## config.mk

```make
export PLATFORM = sky130hd
export DESIGN_NAME = sbus_frame_stick_decoder_top
export DESIGN_NICKNAME = d
export VERILOG_FILES = /design/src/rtl/sbfsd_pkg.sv /design/src/rtl/sbus_frame_stick_decoder_top.sv /design/src/rtl/sbfsd_front.sv /design/src/rtl/sbfsd_queue.sv /design/src/rtl/sbfsd_back.sv
export SDC_FILE = /design/constraint.sdc
export NUM_CORES = 1
export LEC_CHECK = 0
export ABC_AREA = 0
export BUFFER_PORTS_ARGS = -buffer_cell sky130_fd_sc_hd__buf_4
export CORE_ASPECT_RATIO = 0.6
export CORE_MARGIN = 5
export CORE_UTILIZATION = 57
export CTS_BUF_LIST = sky130_fd_sc_hd__clkbuf_4 sky130_fd_sc_hd__clkbuf_8 sky130_fd_sc_hd__clkbuf_16
export DETAILED_ROUTE_END_ITERATION = 10
export PLACE_DENSITY_LB_ADDON = 0.2
export SLEW_MARGIN = 20
export SYNTH_ARGS = -nofsm -noshare
export SYNTH_HDL_FRONTEND = slang
export SYNTH_SLANG_ARGS = --single-unit
```

## constraint.sdc

```tcl
create_clock -name i_clk -period 11.75 [get_ports i_clk]
set_clock_uncertainty 0.2 [all_clocks]
set_input_delay 2.35 -clock i_clk [delete_from_list [all_inputs] [get_ports i_clk]]
set_output_delay 2.35 -clock i_clk [all_outputs]
set_load 0.005 [all_outputs]
```

## src/rtl/sbfsd_pkg.sv

```systemverilog
// ----------------------------------------------------------------------------
// sbfsd_pkg
// types, constants and the stick filter shared by the frame decoder
// ----------------------------------------------------------------------------
`default_nettype none

package sbfsd_pkg;

    localparam int FRAME_BYTES  = 25;
    localparam int STORED_BYTES = 12;
    localparam int CH_W         = 11;
    localparam int STICK_W      = 12;
    localparam int RAW_CHANS    = 8;
    localparam int RAW_BITS     = CH_W * RAW_CHANS;
    localparam int POS_W        = $clog2(FRAME_BYTES);
    localparam int IDX_W        = $clog2(STORED_BYTES);
    localparam int Q_DEPTH      = 2;
    localparam int Q_PTR_W      = $clog2(Q_DEPTH);
    localparam int Q_CNT_W      = $clog2(Q_DEPTH + 1);
    localparam int CFG_IDX_W    = 2;
    localparam int CFG_DATA_W   = 11;
    localparam int BAND_W       = 10;

    localparam logic [7:0] HEADER_BYTE = 8'h0F;
    localparam logic [7:0] FOOTER_BYTE = 8'h00;
    localparam logic signed [STICK_W-1:0] STICK_FORBID = -12'sd960;

    localparam logic [CH_W-1:0]   CENTRE_RESET = 11'd1024;
    localparam logic [CH_W-1:0]   LIMIT_RESET  = 11'd660;
    localparam logic [BAND_W-1:0] BAND_RESET   = 10'd50;

    typedef enum logic [CFG_IDX_W-1:0] {
        CFG_CENTRE = 2'd0,
        CFG_LIMIT  = 2'd1,
        CFG_BAND   = 2'd2
    } t_cfg_reg;

    typedef struct packed {
        logic [7:0] rx_byte;
        logic       frame_start;
    } t_in_item;

    typedef struct packed {
        logic signed [STICK_W-1:0] stick_right_horizontal;
        logic signed [STICK_W-1:0] stick_left_vertical;
        logic signed [STICK_W-1:0] stick_right_vertical;
        logic signed [STICK_W-1:0] stick_left_horizontal;
        logic [CH_W-1:0]           switch_left;
        logic [CH_W-1:0]           switch_right;
        logic [CH_W-1:0]           aux_first;
        logic [CH_W-1:0]           aux_second;
        logic                      frame_good;
    } t_out_item;

    typedef struct packed {
        logic                good;
        logic [RAW_BITS-1:0] chans;
    } t_frame_item;

    typedef struct packed {
        logic        push;
        t_frame_item item;
    } t_q_wr;

    typedef struct packed {
        logic        valid;
        t_frame_item item;
    } t_q_rd;

    typedef struct packed {
        logic [CH_W-1:0]   centre;
        logic [CH_W-1:0]   limit;
        logic [BAND_W-1:0] band;
    } t_cfg;

    function automatic logic signed [STICK_W-1:0] stick_filter(
        input logic [CH_W-1:0]   raw,
        input t_cfg              cfg,
        input logic              third
    );
        logic signed [STICK_W-1:0] v;
        logic [CH_W-1:0]           mag;
        logic                      zero;
        v    = $signed({1'b0, raw}) - $signed({1'b0, cfg.centre});
        mag  = v[STICK_W-1] ? CH_W'(-v) : v[CH_W-1:0];
        zero = (mag <= {1'b0, cfg.band}) || (third && (v == STICK_FORBID))
               || (mag > cfg.limit);
        return zero ? '0 : v;
    endfunction

endpackage

`default_nettype wire

```

## src/rtl/sbus_frame_stick_decoder_top.sv

```systemverilog
// ----------------------------------------------------------------------------
// sbus_frame_stick_decoder_top
// decodes 25-byte serial frames into four filtered sticks and four raw channels
// ----------------------------------------------------------------------------
// One received byte is taken per clock when o_in_stall stays low; the byte
// front end keeps the frame position and the first twelve bytes, and on the
// last byte of a frame hands one frame item to a two-entry queue. The back
// end pops one item per cycle while the output is not stalled, so frames
// sustain one byte per cycle while o_in_stall stays low. The result beat is
// registered when the back end pops the queued frame item. Every frame
// end gives exactly one result; a bad header or footer reports frame_good low
// with the previously held values. Registers are written through the config
// port, which is always ready, and must only change while no frame is in
// flight.
`default_nettype none

module sbus_frame_stick_decoder_top (
    input  wire                                  i_clk,
    input  wire                                  i_rst_n,
    input  wire                                  i_in_valid,
    input  sbfsd_pkg::t_in_item                  i_in,
    output logic                                 o_in_stall,
    output logic                                 o_out_valid,
    output sbfsd_pkg::t_out_item                 o_out,
    input  wire                                  i_out_stall,
    input  wire                                  i_cfg_valid,
    output logic                                 o_cfg_ready,
    input  wire  [sbfsd_pkg::CFG_IDX_W-1:0]      i_cfg_index,
    input  wire  [sbfsd_pkg::CFG_DATA_W-1:0]     i_cfg_data
);

    sbfsd_pkg::t_cfg  r_cfg;
    sbfsd_pkg::t_q_wr q_wr;
    sbfsd_pkg::t_q_rd q_rd;
    logic             q_full;
    logic             q_pop;

    assign o_cfg_ready = 1'b1;
    assign o_in_stall  = q_full;

    always_ff @(posedge i_clk) begin
        if (!i_rst_n) begin
            r_cfg.centre <= sbfsd_pkg::CENTRE_RESET;
            r_cfg.limit  <= sbfsd_pkg::LIMIT_RESET;
            r_cfg.band   <= sbfsd_pkg::BAND_RESET;
        end else if (i_cfg_valid && o_cfg_ready) begin
            unique case (i_cfg_index)
                sbfsd_pkg::CFG_CENTRE: begin
                    r_cfg.centre <= i_cfg_data;
                end
                sbfsd_pkg::CFG_LIMIT: begin
                    r_cfg.limit <= i_cfg_data;
                end
                sbfsd_pkg::CFG_BAND: begin
                    r_cfg.band <= i_cfg_data[sbfsd_pkg::BAND_W-1:0];
                end
                default: begin
                end
            endcase
        end
    end

    sbfsd_front u_front (
        .i_clk      (i_clk),
        .i_rst_n    (i_rst_n),
        .i_in_valid (i_in_valid),
        .i_in       (i_in),
        .i_q_full   (q_full),
        .o_q_wr     (q_wr)
    );

    sbfsd_queue u_queue (
        .i_clk   (i_clk),
        .i_rst_n (i_rst_n),
        .i_wr    (q_wr),
        .i_pop   (q_pop),
        .o_full  (q_full),
        .o_rd    (q_rd)
    );

    sbfsd_back u_back (
        .i_clk       (i_clk),
        .i_rst_n     (i_rst_n),
        .i_cfg       (r_cfg),
        .i_rd        (q_rd),
        .o_pop       (q_pop),
        .o_out_valid (o_out_valid),
        .i_out_stall (i_out_stall),
        .o_out       (o_out)
    );

endmodule

`default_nettype wire

```

## src/rtl/sbfsd_front.sv

```systemverilog
// ----------------------------------------------------------------------------
// sbfsd_front
// tracks the byte position, captures header and channel bytes, and queues
// one frame item with its header and footer check on the last byte
// ----------------------------------------------------------------------------
`default_nettype none

module sbfsd_front (
    input  wire                     i_clk,
    input  wire                     i_rst_n,
    input  wire                     i_in_valid,
    input  sbfsd_pkg::t_in_item     i_in,
    input  wire                     i_q_full,
    output sbfsd_pkg::t_q_wr        o_q_wr
);

    logic [sbfsd_pkg::POS_W-1:0] r_pos;
    logic [sbfsd_pkg::POS_W-1:0] n_pos;
    logic [7:0]                  r_data [sbfsd_pkg::STORED_BYTES];

    logic                        accept;
    logic                        take;
    logic                        last;
    logic [sbfsd_pkg::POS_W-1:0] pos_eff;

    assign accept  = i_in_valid && !i_q_full;
    assign take    = accept && (i_in.frame_start || (r_pos != '0));
    assign pos_eff = i_in.frame_start ? '0 : r_pos;
    assign last    = pos_eff == sbfsd_pkg::POS_W'(sbfsd_pkg::FRAME_BYTES - 1);

    always_comb begin
        n_pos = r_pos;
        if (take) begin
            n_pos = last ? '0 : pos_eff + 1'b1;
        end
    end

    always_ff @(posedge i_clk) begin
        if (!i_rst_n) begin
            r_pos <= '0;
        end else begin
            r_pos <= n_pos;
        end
    end

    always_ff @(posedge i_clk) begin
        if (take && (pos_eff < sbfsd_pkg::POS_W'(sbfsd_pkg::STORED_BYTES))) begin
            r_data[pos_eff[sbfsd_pkg::IDX_W-1:0]] <= i_in.rx_byte;
        end
    end

    always_comb begin
        o_q_wr.push      = take && last;
        o_q_wr.item.good = (r_data[0] == sbfsd_pkg::HEADER_BYTE)
                           && (i_in.rx_byte == sbfsd_pkg::FOOTER_BYTE);
        for (int b = 1; b < sbfsd_pkg::STORED_BYTES; b++) begin
            o_q_wr.item.chans[(b-1)*8 +: 8] = r_data[b];
        end
    end

endmodule

`default_nettype wire

```

## src/rtl/sbfsd_queue.sv

```systemverilog
// ----------------------------------------------------------------------------
// sbfsd_queue
// two-entry frame item queue between the byte front end and the decode back end
// ----------------------------------------------------------------------------
`default_nettype none

module sbfsd_queue (
    input  wire                     i_clk,
    input  wire                     i_rst_n,
    input  sbfsd_pkg::t_q_wr        i_wr,
    input  wire                     i_pop,
    output logic                    o_full,
    output sbfsd_pkg::t_q_rd        o_rd
);

    sbfsd_pkg::t_frame_item        r_mem [sbfsd_pkg::Q_DEPTH];
    logic [sbfsd_pkg::Q_PTR_W-1:0] r_wptr;
    logic [sbfsd_pkg::Q_PTR_W-1:0] r_rptr;
    logic [sbfsd_pkg::Q_CNT_W-1:0] r_cnt;
    logic [sbfsd_pkg::Q_PTR_W-1:0] n_wptr;
    logic [sbfsd_pkg::Q_PTR_W-1:0] n_rptr;
    logic [sbfsd_pkg::Q_CNT_W-1:0] n_cnt;

    logic do_push;
    logic do_pop;

    assign o_full   = r_cnt == sbfsd_pkg::Q_CNT_W'(sbfsd_pkg::Q_DEPTH);
    assign do_push  = i_wr.push && !o_full;
    assign do_pop   = i_pop && (r_cnt != '0);
    assign o_rd.valid = r_cnt != '0;
    assign o_rd.item  = r_mem[r_rptr];

    always_comb begin
        n_wptr = do_push ? r_wptr + 1'b1 : r_wptr;
        n_rptr = do_pop  ? r_rptr + 1'b1 : r_rptr;
        n_cnt  = r_cnt;
        if (do_push && !do_pop) begin
            n_cnt = r_cnt + 1'b1;
        end else if (do_pop && !do_push) begin
            n_cnt = r_cnt - 1'b1;
        end
    end

    always_ff @(posedge i_clk) begin
        if (!i_rst_n) begin
            r_wptr <= '0;
            r_rptr <= '0;
            r_cnt  <= '0;
        end else begin
            r_wptr <= n_wptr;
            r_rptr <= n_rptr;
            r_cnt  <= n_cnt;
        end
    end

    always_ff @(posedge i_clk) begin
        if (do_push) begin
            r_mem[r_wptr] <= i_wr.item;
        end
    end

endmodule

`default_nettype wire

```

## src/rtl/sbfsd_back.sv

```systemverilog
// ----------------------------------------------------------------------------
// sbfsd_back
// centres and filters the sticks, updates the held channels on a good frame
// and presents one result beat per frame
// ----------------------------------------------------------------------------
`default_nettype none

module sbfsd_back (
    input  wire                     i_clk,
    input  wire                     i_rst_n,
    input  sbfsd_pkg::t_cfg         i_cfg,
    input  sbfsd_pkg::t_q_rd        i_rd,
    output logic                    o_pop,
    output logic                    o_out_valid,
    input  wire                     i_out_stall,
    output sbfsd_pkg::t_out_item    o_out
);

    logic signed [sbfsd_pkg::STICK_W-1:0] r_stick [4];
    logic [sbfsd_pkg::CH_W-1:0]           r_raw   [4];
    logic                                 r_good;
    logic                                 r_out_valid;

    logic signed [sbfsd_pkg::STICK_W-1:0] stick_new [4];

    assign o_pop = i_rd.valid && (!r_out_valid || !i_out_stall);

    always_comb begin
        for (int k = 0; k < 4; k++) begin
            stick_new[k] = sbfsd_pkg::stick_filter(
                i_rd.item.chans[k*sbfsd_pkg::CH_W +: sbfsd_pkg::CH_W], i_cfg, k == 2);
        end
    end

    always_ff @(posedge i_clk) begin
        if (!i_rst_n) begin
            r_out_valid <= 1'b0;
            r_good      <= 1'b0;
            for (int k = 0; k < 4; k++) begin
                r_stick[k] <= '0;
                r_raw[k]   <= '0;
            end
        end else begin
            if (o_pop) begin
                r_out_valid <= 1'b1;
                r_good      <= i_rd.item.good;
                if (i_rd.item.good) begin
                    for (int k = 0; k < 4; k++) begin
                        r_stick[k] <= stick_new[k];
                        r_raw[k]   <= i_rd.item.chans[(k+4)*sbfsd_pkg::CH_W +: sbfsd_pkg::CH_W];
                    end
                end
            end else if (!i_out_stall) begin
                r_out_valid <= 1'b0;
            end
        end
    end

    assign o_out_valid = r_out_valid;

    always_comb begin
        o_out.stick_right_horizontal = r_stick[0];
        o_out.stick_left_vertical    = r_stick[1];
        o_out.stick_right_vertical   = r_stick[2];
        o_out.stick_left_horizontal  = r_stick[3];
        o_out.switch_left            = r_raw[0];
        o_out.switch_right           = r_raw[1];
        o_out.aux_first              = r_raw[2];
        o_out.aux_second             = r_raw[3];
        o_out.frame_good             = r_good;
    end

endmodule

`default_nettype wire

```

==> reports/qor.csv, run 1 <==
stage,metric,value,unit
outcome,outcome,"finished, final reports clean",
die,start_util,0.577,
placement,place.port_buffers,121,
power,power,0.00312,W
clocking,clock_latency,0.54,ns
timing,max_slew_margin,0.289,
setup_path,critPathMaxStageDelay,0.82,ns
clocking,post_cts.repair.setup_buffers,0,
setup_path,crit_chain,buf_4 -> mux2i_1 -> ha_1 -> inv_1 -> fa_1 -> xnor2_1 -> nand3_1 -> mux2_2 -> a2111oi_4 -> o2111ai_1 -> and3_2 -> or2_2 -> ha_1 -> nand4_1 -> or3_1 -> o311a_1 -> a211oi_1 -> o31ai_4 -> nor3_1,
drt,vias,12521,
drt,drt_iter0_drc,1134,
finish,final_cell_mix,"edfxtp_1 (366), nor2_1 (145), ha_1 (137)",
drt,viasPerCell,5.97,
clocking,cts_root_buf,clkbuf_16,
timing,finalHoldViolations,0,
power,p_leak,7.97,nW
yosys,ys_seq_area_frac,0.610,
timing,worst_pin_slew,1.06,ns
finish,diodes,0,
yosys,synth-compound-area-share,0.0922,
power,p_int,0.00240,W
yosys,syn-instance-count,1476,
power,p_clk_frac,0.390,
yosys,synth.distinct_cells,79,
die,ios,123,
setup_path,endpoint_kind,register,
setup_path,cpMostUsedCell,ha_1,
timing,setup-tns-final,0,ns
drt,drc,0,
timing,slew_viol_final,0,
setup_path,slowest_stage,buf_4,
drt,ant_nets,0,
setup_path,crit_path_max_fanout,65,
die,dieArea,38000,µm²
yosys,synth_edf_count,366,
finish,drive_gt1_frac,0.165,
yosys,async_flop_share,0,
yosys,synth_area_per_cell,13.2,µm²
clocking,cts_max_level,2,
timing,rsz0062_at_grt,no,
yosys,syn-num-nets,1644,
yosys,synth_mux_area_frac,0.0527,
timing,fmax,148,MHz
clocking,cts.clk_slew.worst_paths,0.06,ns
grt,grt_pass1_vias,12099,
clocking,clock-sinks,410,
yosys,yosysWarnings,0,
setup_path,crit_required,11.90,ns
yosys,yosys.area_share.adder,0.0922,
clocking,cts.hold.buffers_added,0,
yosys,ys.flop_type,edfxtp_1,
setup_path,cp_data_arrival_time,6.89,ns
power,p_switching,0.000721,W
placement,hpwl,32900,µm
grt,antenna_found_initial,1,
power,seq_power_share,0.515,
yosys,synth_top_family_by_area,simple AND/OR/NAND/NOR gates,
min_path,hold_class,reg -> reg,
setup_path,critPathLaunchType,register,
job,cap_violations,0,
finish,nFillCells,2483,
clocking,cts_resized,0,
power,combPwrFrac,0.095,
clocking,clk_path_buf_depth,3,
grt,grt_use_total,0.239,
finish,layout_commonest_cell,edfxtp_1,
timing,setup_viol,0,
finish,area_growth,13.8,%
yosys,syn_area,19400,µm²
setup_path,worstSetupPathType,reg -> reg,
clocking,numCtsBuffers,38,
grt,grt_max_degree,68,
die,fp-row-count,52,
power,power_density,141,nW/µm²
timing,min_period_over_period,0.573,
yosys,synthSimpleGateAreaFrac,0.101,
timing,fin_crit,6.74,ns
die,core,33700,µm²
drt,detail_route.wl_per_cell,22.2,µm
die,die_y,153,µm
drt,drt_first_pass_iters,6,
power,ir_worst_vdd,0.101,mV
drt,routed_wl,46600,µm
grt,overflow,0,
power,p_sw_frac,0.231,
yosys,synth_xor_area_frac,0.0297,
grt,grt_first_pass_wirelength,70700,µm
yosys,synth_seq_cells,410,
placement,place_congestion,0.959,
finish,final_nets,1779,
clocking,cts_tree,done,
die,die_w,248,µm
## sequential cells by signal, summed over array words and instances (netlist names), named ones only
name                count
u_queue.r_rptr          1
u_back.r_raw           44
u_back.r_good           1
u_queue.r_wptr          1
r_cfg                  32
u_queue.r_mem         178
u_back.o_out_valid      1
u_queue.r_cnt           2
u_front.r_data         96
u_back.r_stick         48
u_front.r_pos           5
## power by group through the flow
stage | Clock [W] | Combinational [W] | Sequential (W)
after floorplan | 0 | 0.000180 | 0.00164
after CTS | 0.00124 | 0.000291 | 0.00160
after detailed placement | 0 | 0.000289 | 0.00164
final | 0.00122 | 0.000297 | 0.00160
after global placement | 0 | 0.000284 | 0.00164
after global routing | 0.00130 | 0.000325 | 0.00161
## routing by layer
layer  share of wire  vias to the layer above  GRT usage
met1            0.46                     6177      0.366
li1                -                     5825          -
met2            0.43                      457      0.349
met5               0                        -          0
met4           0.019                        0     0.0585
met3           0.083                       62     0.0552
## cells in the mapped netlist, types with 15 or more instances
cell type / number / area share
edfxtp_1: 366 / 0.57
nor2_1: 145 / 0.028
ha_1: 137 / 0.088
nand2_1: 79 / 0.015
inv_1: 66 / 0.013
mux2i_1: 54 / 0.028
a21oi_1: 49 / 0.013
xnor2_1: 45 / 0.020
dfxtp_1: 44 / 0.045
mux2_2: 43 / 0.025
o21ai_0: 36 / 0.0093
clkbuf_1: 30 / 0.0058
nor2b_1: 29 / 0.0093
nand3_1: 27 / 0.0069
nor3_1: 27 / 0.0069
a21boi_0: 23 / 0.0089
xor2_1: 21 / 0.0095
o211ai_1: 19 / 0.0073
o21a_1: 18 / 0.0069
a21o_1: 15 / 0.0058
nand4_1: 15 / 0.0048
or3_1: 15 / 0.0048
## kinds of logic after synthesis
family | after synthesis
xor+xnor | 66
compound gates | 250
mux | 97
fa+ha+maj | 141
simple gates | 405
flops | 410
other cells | 1
buf+inv | 106
## critical path: cells and delay by family (launching register included)
family | cells | cell delay, ns
flip-flops | 1 | 0.65
buffers and inverters | 2 | 0.88
AO/OA/AOI/OAI | 5 | 1.29
multiplexers | 2 | 0.62
adder cells (fa/ha/maj) | 3 | 0.93
XOR/XNOR | 1 | 0.48
AND/OR/NAND/NOR | 6 | 1.41
## final cells by class
cell class	count	area, µm²	share of cell area
well taps	459	574	0.0259
repair buffers	135	1010	0.0458
flip-flops and latches	410	11900	0.536
multi-input cells	960	7200	0.325
clock inverters	17	139	0.00627
inverters	66	248	0.0112
clock buffers	52	1090	0.0491
## metrics by stage
stage	utilization	cell area (µm²)	hold slack, ns	setup WS (ns)	instances
2_1_floorplan	-	19400	0.221	1.84	1476
3_5_place_dp	0.620	20900	0.229	5.07	2030
4_1_cts	0.656	22100	0.235	5.05	2099
5_1_grt	0.657	22100	0.255	4.60	2099
6_report	0.657	22100	0.232	5.01	2099
3_3_place_gp	0.620	20900	0.222	5.12	2030
## worst paths after layout
kind,startpoint,end,slack [ns],cells past startpoint
setup / recovery,register,u_back.r_stick[1][9],5.01,19
hold / removal,u_front.r_data[3][2],u_queue.r_mem[1][18],0.23,0
hold reg to reg,u_front.r_data[3][2],u_queue.r_mem[1][18],0.23,0
setup reg to reg,register,u_back.r_stick[1][9],5.01,19
Note: power is estimated with default switching activity, not from simulation.
==> inputs of run 2 (changes only) <==
- clock period: 11.75 -> 7 ns (I/O delays scaled with it)
==> reports/qor.csv, run 2 (synthesized netlist as in run 1, its figures left out) <==
stage,metric,value,unit,change
outcome,outcome,"finished, final reports clean",,
drt,drc,0,,unchanged
die,fp-row-count,52,,unchanged
die,core,33700,µm²,unchanged
setup_path,r2r_slack,0.94,ns,-4.07 ns
timing,max_slew_margin,0.276,,-0.0133
grt,grt_first_pass_wirelength,69300,µm,-2.0%
finish,diodes,0,,unchanged
clocking,numCtsBuffers,38,,unchanged
clocking,post_cts.repair.setup_buffers,0,,unchanged
clocking,clock-sinks,410,,unchanged
die,ios,123,,unchanged
min_path,hold_class,reg -> reg,,
die,dieArea,38000,µm²,unchanged
timing,worst_pin_slew,1.08,ns,+0.0217 ns
setup_path,crit_chain,mux2_2 -> ha_1 -> a21o_1 -> or3_1 -> o2111ai_1 -> a21oi_1 -> nor2_1 -> o21ai_0 -> xor2_1 -> ha_1 -> a21o_1 -> a211o_1 -> o21ai_0 -> nand2_1 -> o41a_1 -> nand3_1 -> nor2_1,,
clocking,cts_root_buf,clkbuf_16,,
drt,routed_wl,45700,µm,-1.9%
clocking,cts_resized,0,,unchanged
drt,detail_route.wl_per_cell,21.7,µm,-2.1%
timing,min_period_over_period,0.865,,+0.292
timing,fin_crit,6.06,ns,-0.679 ns
grt,overflow,0,,unchanged
job,cap_violations,0,,unchanged
drt,ant_nets,0,,unchanged
setup_path,endpoint_kind,register,,
timing,finalHoldViolations,0,,unchanged
timing,slew_viol_final,0,,unchanged
drt,drt_iter0_drc,1338,,+18%
clocking,clk_path_buf_depth,3,,unchanged
finish,final_cell_mix,"edfxtp_1 (366), nor2_1 (145), buf_4 (138)",,
setup_path,crit_buf_inv,0,,-2
clocking,cts.clk_slew.worst_paths,0.06,ns,about the same
finish,regMostFlops,u_queue.r_mem,,
setup_path,cp.depth,17,,-2
setup_path,reg2reg_to,u_back.r_stick[3][0],,
clocking,cts_tree,done,,
grt,met1_usage,0.362,,-0.00394
setup_path,critPathMaxStageDelay,0.64,ns,-0.18 ns
drt,viasPerCell,5.88,,-1.4%
power,ir_worst_vdd,0.143,mV,+43%
timing,setup_viol,0,,unchanged
finish,final_nets,1782,,+0.17%
setup_path,slowest_stage,dfxtp_4,,
finish,drive_gt1_frac,0.166,,+0.00142
setup_path,crit_required,7.07,ns,-4.83 ns
placement,hpwl,32700,µm,-0.55%
drt,vias,12364,,-1.3%
setup_path,crit_family,compound AO/OA/AOI/OAI gates,,
finish,area_growth,13.8,%,about the same
drt,drt_first_pass_iters,6,,unchanged
die,die_y,153,µm,unchanged
placement,place_congestion,0.979,,+2.0%
grt,grt_use_met3,0.0538,,-0.00136
timing,rsz0062_at_grt,no,,
grt,met2_usage,0.340,,-0.00899
power,p_leak,7.96,nW,about the same
setup_path,worstSetupPathType,reg -> reg,,
grt,grt-busiest-layer,met1,,
grt,grt_use_total,0.233,,-0.00570
clocking,clock_latency,0.55,ns,about the same
timing,setup-tns-final,0,ns,unchanged
setup_path,endpoint,u_back.r_stick[3][0],,
clocking,cts.hold.buffers_added,0,,unchanged
grt,antenna_found_initial,1,,unchanged
die,start_util,0.577,,unchanged
clocking,cts_max_level,2,,unchanged
setup_path,rr_worst_depth,17,,-2
die,die_w,248,µm,unchanged
power,power_density,234,nW/µm²,+66%
finish,utilization,0.657,,about the same
finish,layout_commonest_cell,edfxtp_1,,
setup_path,critPathLaunchType,register,,
finish,largest_reg_flops,178,,unchanged
grt,grt_pass1_vias,11978,,-1.0%
placement,place.port_buffers,121,,unchanged
grt,grt_max_degree,64,,-5.9%
setup_path,cp_data_arrival_time,6.13,ns,-0.76 ns
setup_path,crit_path_max_fanout,30,,-54%
timing,fmax,165,MHz,+11%
-- run 2: cell types whose count changed in the layout (fill, tap and decap cells not counted), moves of 2 or more --
cell	previous run	this run
buf_4	135	138
clkbuf_8	2	0
clkinv_2	6	9
clkinv_4	3	1
clkinv_8	0	2
clkinvlp_4	0	2
nor3_2	4	2
-- run 2: area by class of cell --
type                       instances  area, µm²
multi-input combinational        960       7200
clock buffer                      49       1050
inverter                          66        248
fill                            2459      11600
clock inverter                    21        141
sequential                       410      11900
timing repair buffer             138       1040
tap                              459        574
-- run 2: where the power goes --
part,internal (W),leakage (nW),total [W],switching [W]
clock network,0.00108,0.597,0.00198,0.000902
registers,0.00268,3.69,0.00269,0.0000146
logic,0.000202,3.67,0.000498,0.000296
total,0.00396,7.96,0.00517,0.00121
-- run 2: layer usage --
metal | up-vias | part of all wire
met5 | - | 0
met4 | 0 | 0.017
met3 | 70 | 0.084
met2 | 439 | 0.43
met1 | 6020 | 0.47
li1 | 5835 | -
-- run 2: how the worst min path moves through the flow --
stage | slack [ns] | startpoint | cells after the start | endpoint
after detailed placement | 0.23 | u_front.r_data[6][1] | 0 | u_queue.r_mem[1][41]
final | 0.24 | u_front.r_data[8][2] | 0 | u_queue.r_mem[0][58]
after CTS | 0.24 | u_front.r_data[1][7] | 0 | u_queue.r_mem[1][7]
after global placement | 0.22 | u_front.r_data[10][0] | 0 | u_queue.r_mem[1][72]
after floorplan | 0.22 | u_front.r_data[1][0] | 0 | u_queue.r_mem[0][0]
after global routing | 0.25 | u_front.r_data[6][3] | 0 | u_queue.r_mem[1][43]
-- run 2: worst reg2reg max path, cell delays in order, from the launching register on --
cell and delay, ns:
dfxtp_4 0.64, mux2_2 0.41, ha_1 0.37, a21o_1 0.24, or3_1 0.35, o2111ai_1 0.34, a21oi_1 0.20, nor2_1 0.43
o21ai_0 0.22, xor2_1 0.26, ha_1 0.29, a21o_1 0.18, a211o_1 0.29, o21ai_0 0.47, nand2_1 0.12, o41a_1 0.35
nand3_1 0.33, nor2_1 0.09
-- run 2: per-stage QoR --
| stage | power, W | hold slack [ns] | cell area [µm²] | instances | setup WS (ns) |
|---|---|---|---|---|---|
| after floorplan | 0.00305 | 0.221 | 19500 | 1476 | 0.535 |
| after global placement | 0.00322 | 0.222 | 20900 | 2033 | 1.26 |
| after detailed placement | 0.00323 | 0.229 | 20900 | 2033 | 1.14 |
| after CTS | 0.00520 | 0.242 | 22100 | 2103 | 1.11 |
| after global routing | 0.00537 | 0.248 | 22100 | 2103 | 0.594 |
| final | 0.00517 | 0.241 | 22100 | 2103 | 0.943 |
